### src/rtl/core/prefix_bound_search_assert.svh
// Assertion macros shared by the prefix bound search RTL.
// Include by bare file name; no other dependencies.
`ifndef PREFIX_BOUND_SEARCH_ASSERT_SVH
`define PREFIX_BOUND_SEARCH_ASSERT_SVH

// Same-cycle implication, disabled while reset is asserted.
`define PSB_ASSERT_NOW(lbl, clk, rst_n, ante, cons) \
    lbl: assert property (@(posedge clk) disable iff (!rst_n) (ante) |-> (cons)) \
        else $error("assertion failed");

// Next-cycle implication, disabled while reset is asserted.
`define PSB_ASSERT_NEXT(lbl, clk, rst_n, ante, cons) \
    lbl: assert property (@(posedge clk) disable iff (!rst_n) (ante) |=> (cons)) \
        else $error("assertion failed");

`endif

### src/rtl/core/psb_pkg.sv
// Package for the prefix bound search: word types, field widths, action codes.
// No dependencies.
package psb_pkg;

    localparam int POS_W      = 11;
    localparam int ROW_IDX_W  = 10;
    localparam int IN_WORD_W  = 32;
    localparam int LEN_W      = 3;
    localparam int ACT_W      = 2;
    localparam int MAX_PREFIX = 4;

    localparam logic [ACT_W-1:0] ACT_WRITE = 2'd0;
    localparam logic [ACT_W-1:0] ACT_LOWER = 2'd1;
    localparam logic [ACT_W-1:0] ACT_UPPER = 2'd2;

    localparam logic KIND_LOWER = 1'b0;
    localparam logic KIND_UPPER = 1'b1;

    typedef struct packed {
        logic [ACT_W-1:0]     action;
        logic [ROW_IDX_W-1:0] row_index;
        logic [IN_WORD_W-1:0] word0;
        logic [IN_WORD_W-1:0] word1;
        logic [IN_WORD_W-1:0] word2;
        logic [IN_WORD_W-1:0] word3;
        logic [LEN_W-1:0]     prefix_len;
    } t_in_word;

    typedef struct packed {
        logic [POS_W-1:0] position;
        logic             query_kind;
    } t_out_word;

endpackage

### src/rtl/core/psb_search.sv
// Binary search sequencer: one table probe per cycle, next mid chosen from two
// precomputed candidates. Depends on psb_pkg and the assertion header.
`include "prefix_bound_search_assert.svh"

module psb_search #(
    parameter int ROWS        = 1024,
    parameter int TUPLE_WIDTH = 4,
    parameter int WORD_BITS   = 32,
    localparam int ADDR_W     = $clog2(ROWS)
) (
    input  logic                              i_clk,
    input  logic                              i_rst_n,
    input  logic                              i_go,
    input  psb_pkg::t_in_word                 i_query,
    input  logic [psb_pkg::POS_W-1:0]         i_row_count,
    input  logic [TUPLE_WIDTH*WORD_BITS-1:0]  i_rd_data,
    output logic                              o_busy,
    output logic [ADDR_W-1:0]                 o_rd_addr,
    output psb_pkg::t_out_word                o_out,
    output logic                              o_strobe
);
    import psb_pkg::*;

    localparam int LIM = (TUPLE_WIDTH < MAX_PREFIX) ? TUPLE_WIDTH : MAX_PREFIX;

    typedef enum logic {ST_IDLE, ST_SEARCH} t_state;

    t_state                r_state;
    logic [POS_W-1:0]      r_left;
    logic [POS_W-1:0]      r_right;
    logic [POS_W-1:0]      r_mid;
    logic [WORD_BITS-1:0]  r_prefix [LIM];
    logic [LEN_W-1:0]      r_len;
    logic                  r_upper;
    t_out_word             r_out;
    logic                  r_strobe;

    logic [IN_WORD_W-1:0]  q_word [LIM];
    logic [LEN_W-1:0]      q_len;
    logic                  cmp_lt;
    logic                  cmp_gt;
    logic                  go_left;
    logic [POS_W-1:0]      lo_mid;
    logic                  lo_more;
    logic [POS_W-1:0]      hi_left;
    logic [POS_W-1:0]      hi_mid;
    logic                  hi_more;
    logic [POS_W-1:0]      n_left;
    logic [POS_W-1:0]      n_right;
    logic [POS_W-1:0]      n_mid;
    logic                  n_more;
    logic [POS_W-1:0]      ent_mid;

    always_comb begin
        for (int i = 0; i < LIM; i++) begin
            case (i)
                0:       q_word[i] = i_query.word0;
                1:       q_word[i] = i_query.word1;
                2:       q_word[i] = i_query.word2;
                3:       q_word[i] = i_query.word3;
                default: q_word[i] = '0;
            endcase
        end
    end

    assign q_len = (32'(i_query.prefix_len) > LIM) ? LEN_W'(LIM) : i_query.prefix_len;

    // Lexicographic compare over the first r_len words; lowest differing word wins.
    always_comb begin
        cmp_lt = 1'b0;
        cmp_gt = 1'b0;
        for (int i = LIM - 1; i >= 0; i--) begin
            if ((i < 32'(r_len)) &&
                (i_rd_data[i*WORD_BITS +: WORD_BITS] != r_prefix[i])) begin
                cmp_lt = i_rd_data[i*WORD_BITS +: WORD_BITS] < r_prefix[i];
                cmp_gt = !cmp_lt;
            end
        end
    end

    assign go_left = r_upper ? cmp_gt : !cmp_lt;

    // Both possible next intervals are worked out ahead of the compare.
    assign lo_mid  = r_left + ((r_mid - r_left) >> 1);
    assign lo_more = r_left < r_mid;
    assign hi_left = r_mid + POS_W'(1);
    assign hi_mid  = hi_left + ((r_right - hi_left) >> 1);
    assign hi_more = hi_left < r_right;

    assign n_left  = go_left ? r_left  : hi_left;
    assign n_right = go_left ? r_mid   : r_right;
    assign n_mid   = go_left ? lo_mid  : hi_mid;
    assign n_more  = go_left ? lo_more : hi_more;

    assign ent_mid   = i_row_count >> 1;
    assign o_rd_addr = ADDR_W'((r_state == ST_SEARCH) ? n_mid : ent_mid);

    always_ff @(posedge i_clk) begin
        if (!i_rst_n) begin
            r_state  <= ST_IDLE;
            r_strobe <= 1'b0;
        end else begin
            r_strobe <= 1'b0;
            case (r_state)
                ST_IDLE: begin
                    if (i_go) begin
                        r_left  <= '0;
                        r_right <= i_row_count;
                        r_mid   <= ent_mid;
                        r_len   <= q_len;
                        r_upper <= (i_query.action == ACT_UPPER);
                        for (int i = 0; i < LIM; i++) begin
                            r_prefix[i] <= WORD_BITS'(q_word[i]);
                        end
                        if (i_row_count != '0) begin
                            r_state <= ST_SEARCH;
                        end else begin
                            r_strobe         <= 1'b1;
                            r_out.position   <= '0;
                            r_out.query_kind <= (i_query.action == ACT_UPPER) ?
                                                KIND_UPPER : KIND_LOWER;
                        end
                    end
                end
                ST_SEARCH: begin
                    r_left  <= n_left;
                    r_right <= n_right;
                    r_mid   <= n_mid;
                    if (!n_more) begin
                        r_state          <= ST_IDLE;
                        r_strobe         <= 1'b1;
                        r_out.position   <= n_left;
                        r_out.query_kind <= r_upper ? KIND_UPPER : KIND_LOWER;
                    end
                end
                default: begin
                    r_state <= ST_IDLE;
                end
            endcase
        end
    end

    assign o_busy   = (r_state == ST_SEARCH);
    assign o_out    = r_out;
    assign o_strobe = r_strobe;

    `PSB_ASSERT_NOW(a_interval_open, i_clk, i_rst_n, o_busy, r_left < r_right)
    `PSB_ASSERT_NOW(a_mid_in_range, i_clk, i_rst_n, o_busy, r_left <= r_mid && r_mid < r_right)

endmodule
### config.mk
export PLATFORM = sky130hd
export DESIGN_NAME = psb_search
export DESIGN_NICKNAME = d
export VERILOG_FILES = /design/src/rtl/core/psb_pkg.sv /design/src/rtl/core/psb_search.sv
export VERILOG_INCLUDE_DIRS = /design/src /design/src/rtl/core
export SDC_FILE = /design/constraint.sdc
export NUM_CORES = 1
export LEC_CHECK = 0
export ABC_AREA = 1
export BUFFER_PORTS_ARGS = -buffer_cell sky130_fd_sc_hd__buf_4
export CAP_MARGIN = 20
export CELL_PAD_IN_SITES_DETAIL_PLACEMENT = 0
export CELL_PAD_IN_SITES_GLOBAL_PLACEMENT = 1
export CORE_ASPECT_RATIO = 1.25
export CORE_MARGIN = 2
export CORE_UTILIZATION = 44
export DETAILED_ROUTE_END_ITERATION = 12
export PLACE_DENSITY = 0.95
export REMOVE_ABC_BUFFERS = 1
export SLEW_MARGIN = 40
export SYNTH_ARGS = -nofsm -noshare
export SYNTH_HDL_FRONTEND = slang
export SYNTH_SLANG_ARGS = --single-unit
### constraint.sdc
create_clock -name i_clk -period 36.9 [get_ports i_clk]
set_clock_uncertainty 0.1 [all_clocks]
set_input_delay 11.07 -clock i_clk [delete_from_list [all_inputs] [get_ports i_clk]]
set_output_delay 11.07 -clock i_clk [all_outputs]
set_load 0.02 [all_outputs]
## After elaboration in Yosys (flattened, before gate mapping)

Memories as Yosys holds them, arrays and structs flattened.
Cells that the tools add are included.

- Register bits: 51
- Input bits: 285
- Word-level logic and storage cells: 88
- Bits in writable memories: 128
- Output and inout bits: 24
- Memories kept: 1

Memory list:

| name | words | bits a word | read ports | clocked after Yosys merged registers in | write ports | line | RTL |
|---|---|---|---|---|---|---|---|
| r_prefix | 4 | 32 | 4 | 0 | 4 | psb_search.sv:32 | `logic [WORD_BITS-1:0] r_prefix [LIM];` |

- Bitwise operators: 1
- Reduce and logical (&&, ||, !) cells: 14
- Order comparisons: 11
- Add/subtract/negate cells: 5
- Multiplexer cells: 38
- Equality and inequality tests: 9

Operators with widths:

| kind | count |
|---|---|
| $lt A32 B32 Y1 | 4 |
| $ne A32 B32 Y1 | 4 |
| $mux W11 | 6 |
| $pmux W11 S2 | 3 |
| $mux W12 | 3 |
| $pmux W12 S2 | 1 |
| $add A11 B10 Y11 | 2 |
| $lt A11 B11 Y1 | 2 |
| $mux W1 | 22 |
| $sub A11 B11 Y11 | 2 |
| $add A11 B1 Y11 const B | 1 |
| $reduce_bool A11 Y1 | 1 |
| $mux W10 | 1 |
| $lt A1 B3 Y1 const A | 2 |
| $lt A2 B3 Y1 const A | 2 |
| $ne A2 B2 Y1 const B | 3 |
| $reduce_and A3 Y1 | 2 |
| $logic_not A1 Y1 | 5 |
| $logic_and A1 B1 Y1 | 4 |
| $pmux W1 S2 | 2 |
| $reduce_and A4 Y1 | 1 |
| $gt A3 B3 Y1 const B | 1 |
| $eq A2 B2 Y1 const B | 1 |
| $ne A2 B1 Y1 const B | 1 |
| other kinds (2) | 2 |

## Longest topological paths before layout

An unclocked memory read counts as a cell.

- Word-level depth: 12
- Depth in mapped cells: 26
- Mapped depth without buffers: 26

## Least setup slack after synthesis

Ideal clock, no wire load.

- Path kind: input-to-output
- Start: input port i_rd_data[127]
- End: output port o_rd_addr[6]
- Arrival: 13.186 ns
- Stages on the path: 16
- Path slack: 12.544 ns
- Buffers on the path: 1
- Required time: 25.730 ns
- Cell sequence: ha_1 > nand2_1 > nor2_1 > nand4_1 > nor3_1 > nand3_1 > nand2_1 > nand2_1 > nand3_1 > nand3_1 > nand2_1 > nand2_1 > inv_1 > buf_2 > a21oi_1 > o21ai_0

- Cells in the longest elaborated chain, start to end: 10
- Elaborated cells between the ends (all ways): 16
- Those cells by class: order compare: 1; eq/ne: 1; mux: 11; reduce/logical: 3

Ends and longest elaborated chain:

| what | line | RTL |
|---|---|---|
| start, declared | psb_search.sv:16 | `input logic [TUPLE_WIDTH*WORD_BITS-1:0] i_rd_data,` |
| branches (longest 7 deep; another with $lt A32 B32 Y1) | -- |  |
| $mux W1 * | psb_search.sv:81 | `assign go_left = r_upper ? cmp_gt : !cmp_lt;` |
| $mux W11 * | psb_search.sv:92 | `assign n_mid = go_left ? lo_mid : hi_mid;` |
| $mux W10 * | psb_search.sv:96 | `assign o_rd_addr = ADDR_W'((r_state == ST_SEARCH) ? n_mid : ent_mid);` |
| end, declared | psb_search.sv:18 | `output logic [ADDR_W-1:0] o_rd_addr,` |

Mark *: on every way between the ends.

## Worst setup path after layout

- Start: input port i_rd_data[127]
- End: output port o_rd_addr[5]

The elaborated chain is that of the path after synthesis.

==> results by group <==
Run status
  • Run status: completed

Die
  • Die width: about 150 um
  • Starting Density: 0.4435
  • Die Ht: roughly 180 um
  • Die area: ~27000 um2
  • Row count: 66
  • Core Area: between 20000 and 30000 um2
  • I/O pin count: 309

Clocking
  • CTS Buf Count: 17
  • CTS Buffer Depth: 2
  • Post-CTS Resized: 0
  • TritonCTS clock tree: yes
  • Hold Buf Count CTS: 0
  • Root Buffer: clkbuf_16
  • Clock Pin Slew Worst Setup and Hold Paths: roughly 70 ps
  • Post-CTS Setup Repair Bufs: 0
  • Skew-Pair Late Insertion Delay: 450 ps
  • Sink Count: about 180
  • H-tree depth: 4

Route
  • Drt first-iter violations: ~560
  • Final antenna-violating net count: 0
  • Total wire length: 31010 um
  • DR WL/cell: about 17 um
  • DR pass1 iterations: 6
  • Drt drc: 0
  • Via count: around 9300
  • Vias per cell: a little under 5

Pwr
  • P_leak: 7.232 nW
  • Tot Pwr: ~600 uW
  • Pwr per Cell Area: about 42 nW/um2
  • Peak supply drop: 0.03065 mV

Setup path
  • Cells on worst reg2reg path: 23
  • CP Launch Type: input port
  • Critical Path Start: i_rd_data[127]
  • Critical path required time: roughly 26000 ps
  • FF-to-FF setup slack: roughly 33000 ps
  • CP max FO: 24
  • R2r endpoint: r_mid[10]$_SDFFCE_PN0P_
  • CP endpoint kind: primary output
  • Worst Setup Path Type: in2out
  • Worst setup path endpoint: o_rd_addr[5]
  • Crit Reg-Reg Startpoint: r_mid[0]$_DFFE_PP_
  • CP arrival: between 10000 and 15000 ps

Global route
  • Largest net degree at the start of global routing: 89
  • First-pass GRT wire length: between 40000 and 50000 um
  • Initial antenna violation count: 2
  • Vias in the first global route: a little over 9000
  • Global route overflow: 0
  • Total GRT Usage: 0.2237

Timing
  • Final period utilization: 0.6905
  • Max-slew headroom: 0.5401
  • Slew @ Worst Pin: around 690 ps
  • Fin Setup TNS: 0 ps
  • Hold Fails Final Rpt: 0
  • Setup violations, final: 0
  • RSZ-0062 raised after global routing: false
  • Slew Limit Fails: 0
  • Setup ws final: 11420 ps
  • Final min period: 25480 ps
  • Achievable Freq: 39.25 MHz

Logic synthesis
  • Seq cells post-synth: 179
  • Synth unique cells: 44
  • Area leader, netlist: edfxtp_1
  • Synth Instances: 1203
  • Yosys warning count: 0
  • Post-Syn Area: 11460 um2
  • Yosys top cell area share: 0.4637
  • Syn avg cell area: about 9.5 um2
  • Main area contributors after synthesis: edfxtp_1 (46%), ha_1 (18%), inv_1 (7.7%), nand2_1 (6.6%), a21oi_1 (4.5%)
  • Sequential-to-total area share from yosys stat: 0.4671

Cells and area
  • Final #Nets: about 2000
  • Fraction of layout instances using a drive strength above 1: 0.2428
  • Synth-to-Final Area Change: 28.57%
  • Final Cell Area: approximately 15000 um2

Placed design
  • Placer Congestion: 0.8837
  • Setup WS pre-CTS: around 11000 ps
  • Placed cell area: 14120 um2
  • HPWL Detailed: 25020 um
  • Port Buf Inserts: around 300

Run
  • Maxcap violations: 0

Hold path
  • Worst hold path type: reg2reg
## per-stage QoR
stage | utilization | std cells | hold WS (ps)
4_1_cts | 0.5688 | 1867 | 531.8
5_1_grt | 0.5702 | 1870 | 569.8
6_report | 0.5702 | 1870 | 520.2
3_5_place_dp | 0.5463 | 1835 | 512.1
2_1_floorplan | - | 1191 | 420.3
3_3_place_gp | 0.5462 | 1835 | 499.2
## cells by family after synthesis
group                    share of synthesized area
adder cells (fa/ha/maj)                     0.1860
AND/OR/NAND/NOR                             0.1492
buffers and inverters                      0.08339
flip-flops                                  0.4671
XOR/XNOR                                   0.01986
AO/OA/AOI/OAI                              0.09441
## worst min-delay path by stage
stage                                  from  cells after the start                 end
after CTS                 r_upper$_DFFE_PP_                      2  o_out[0]$_DFFE_PP_
after global routing      r_upper$_DFFE_PP_                      2  o_out[0]$_DFFE_PP_
after detailed placement  r_upper$_DFFE_PP_                      2  o_out[0]$_DFFE_PP_
after floorplan           r_upper$_DFFE_PP_                      2  o_out[0]$_DFFE_PP_
final                     r_upper$_DFFE_PP_                      2  o_out[0]$_DFFE_PP_
after global placement    r_upper$_DFFE_PP_                      2  o_out[0]$_DFFE_PP_
## Yosys cell counts
library cell and count:
o21ai_1 2, o21a_1 4, a211oi_1 2, nand2_1 201
nor3_1 7, inv_1 236, buf_2 5, a21boi_2 1
a21boi_0 3, o21bai_1 5, fa_1 4, edfxtp_1 177
nand4_1 20, nand3_1 53, buf_4 1, o21ai_2 2
nor3b_1 2, a31oi_1 3, nor4_1 5, nor2b_1 1
nor2_1 58, inv_2 2, a21o_1 2, a21oi_1 103
nand2_4 3, nor2_4 1, nand3b_1 2, xor2_1 16
or2_2 1, o221ai_1 1, o211ai_1 5, buf_6 1
o21ai_0 66, and3_1 1, nor3_2 1, nor2_2 4
nand3_2 9, xnor2_1 10, clkbuf_1 5, and2_1 1
o22ai_1 2, nand2_2 9, dfxtp_1 2, ha_1 164
## report_power, final
part	switching, mW	internal (mW)
registers	0.00620	0.239
logic	0.109	0.0801
clock network	0.0830	0.100
## flip-flops by register name, indices dropped and copies added (netlist names)
register and flops:
o_strobe 1, r_right 11, r_prefix 128, r_len 3
r_upper 1, o_out 12, o_busy 1, r_left 11
r_mid 11
## critical path, cell delays in order
cell     delay (ps)
buf_4           110
ha_1            290
nand2_1          70
nor2_1          170
nand4_1         150
nor3_1          290
nand3_1         130
nand2_1         110
nand2_1          70
nand3_1         120
nand3_1          80
nand2_1          70
nand2_1          50
buf_4           210
inv_1           540
o21ai_0         170
o21ai_0         290
nand2_1          80
nand2_1          90
buf_4           140
## final cells by class
| class | instances | area (um2) |
|---|---|---|
| fill | 2257 | 11110 |
| sequential | 179 | 5355 |
| multi-input combinational | 774 | 5166 |
| timing repair buffer | 305 | 2313 |
| inverter | 238 | 893.4 |
| clock buffer | 17 | 425.4 |
| tap | 340 | 425.4 |
| clock inverter | 15 | 155.1 |
| antenna | 2 | 5.005 |
## metal layers
layer | track usage | wire length [um] | part of all wire
met4 | 0.1173 | 1427 | 0.046
met2 | 0.4159 | 16100 | 0.52
met5 | 0 | 0 | 0
met1 | 0.2257 | 11230 | 0.36
met3 | 0.06262 | 2248 | 0.072
## layout by cell type (no fill, tap or decap), types with 3 or more instances in the layout
cell and n:
a21boi_0 3, a21oi_1 102, a31oi_1 3, buf_4 303, clkbuf_16 17, clkinv_4 5, edfxtp_1 177, fa_1 4
ha_1 164, inv_1 236, inv_6 3, nand2_1 201, nand2_2 9, nand2_4 3, nand3_1 53, nand3_2 9
nand4_1 20, nor2_1 58, nor2_2 4, nor3_1 5, nor3_2 3, nor4_1 5, o211ai_1 5, o21a_1 4
o21ai_0 66, o21bai_1 5, xnor2_1 10, xor2_1 16
Power figures use the tool's default switching activity.
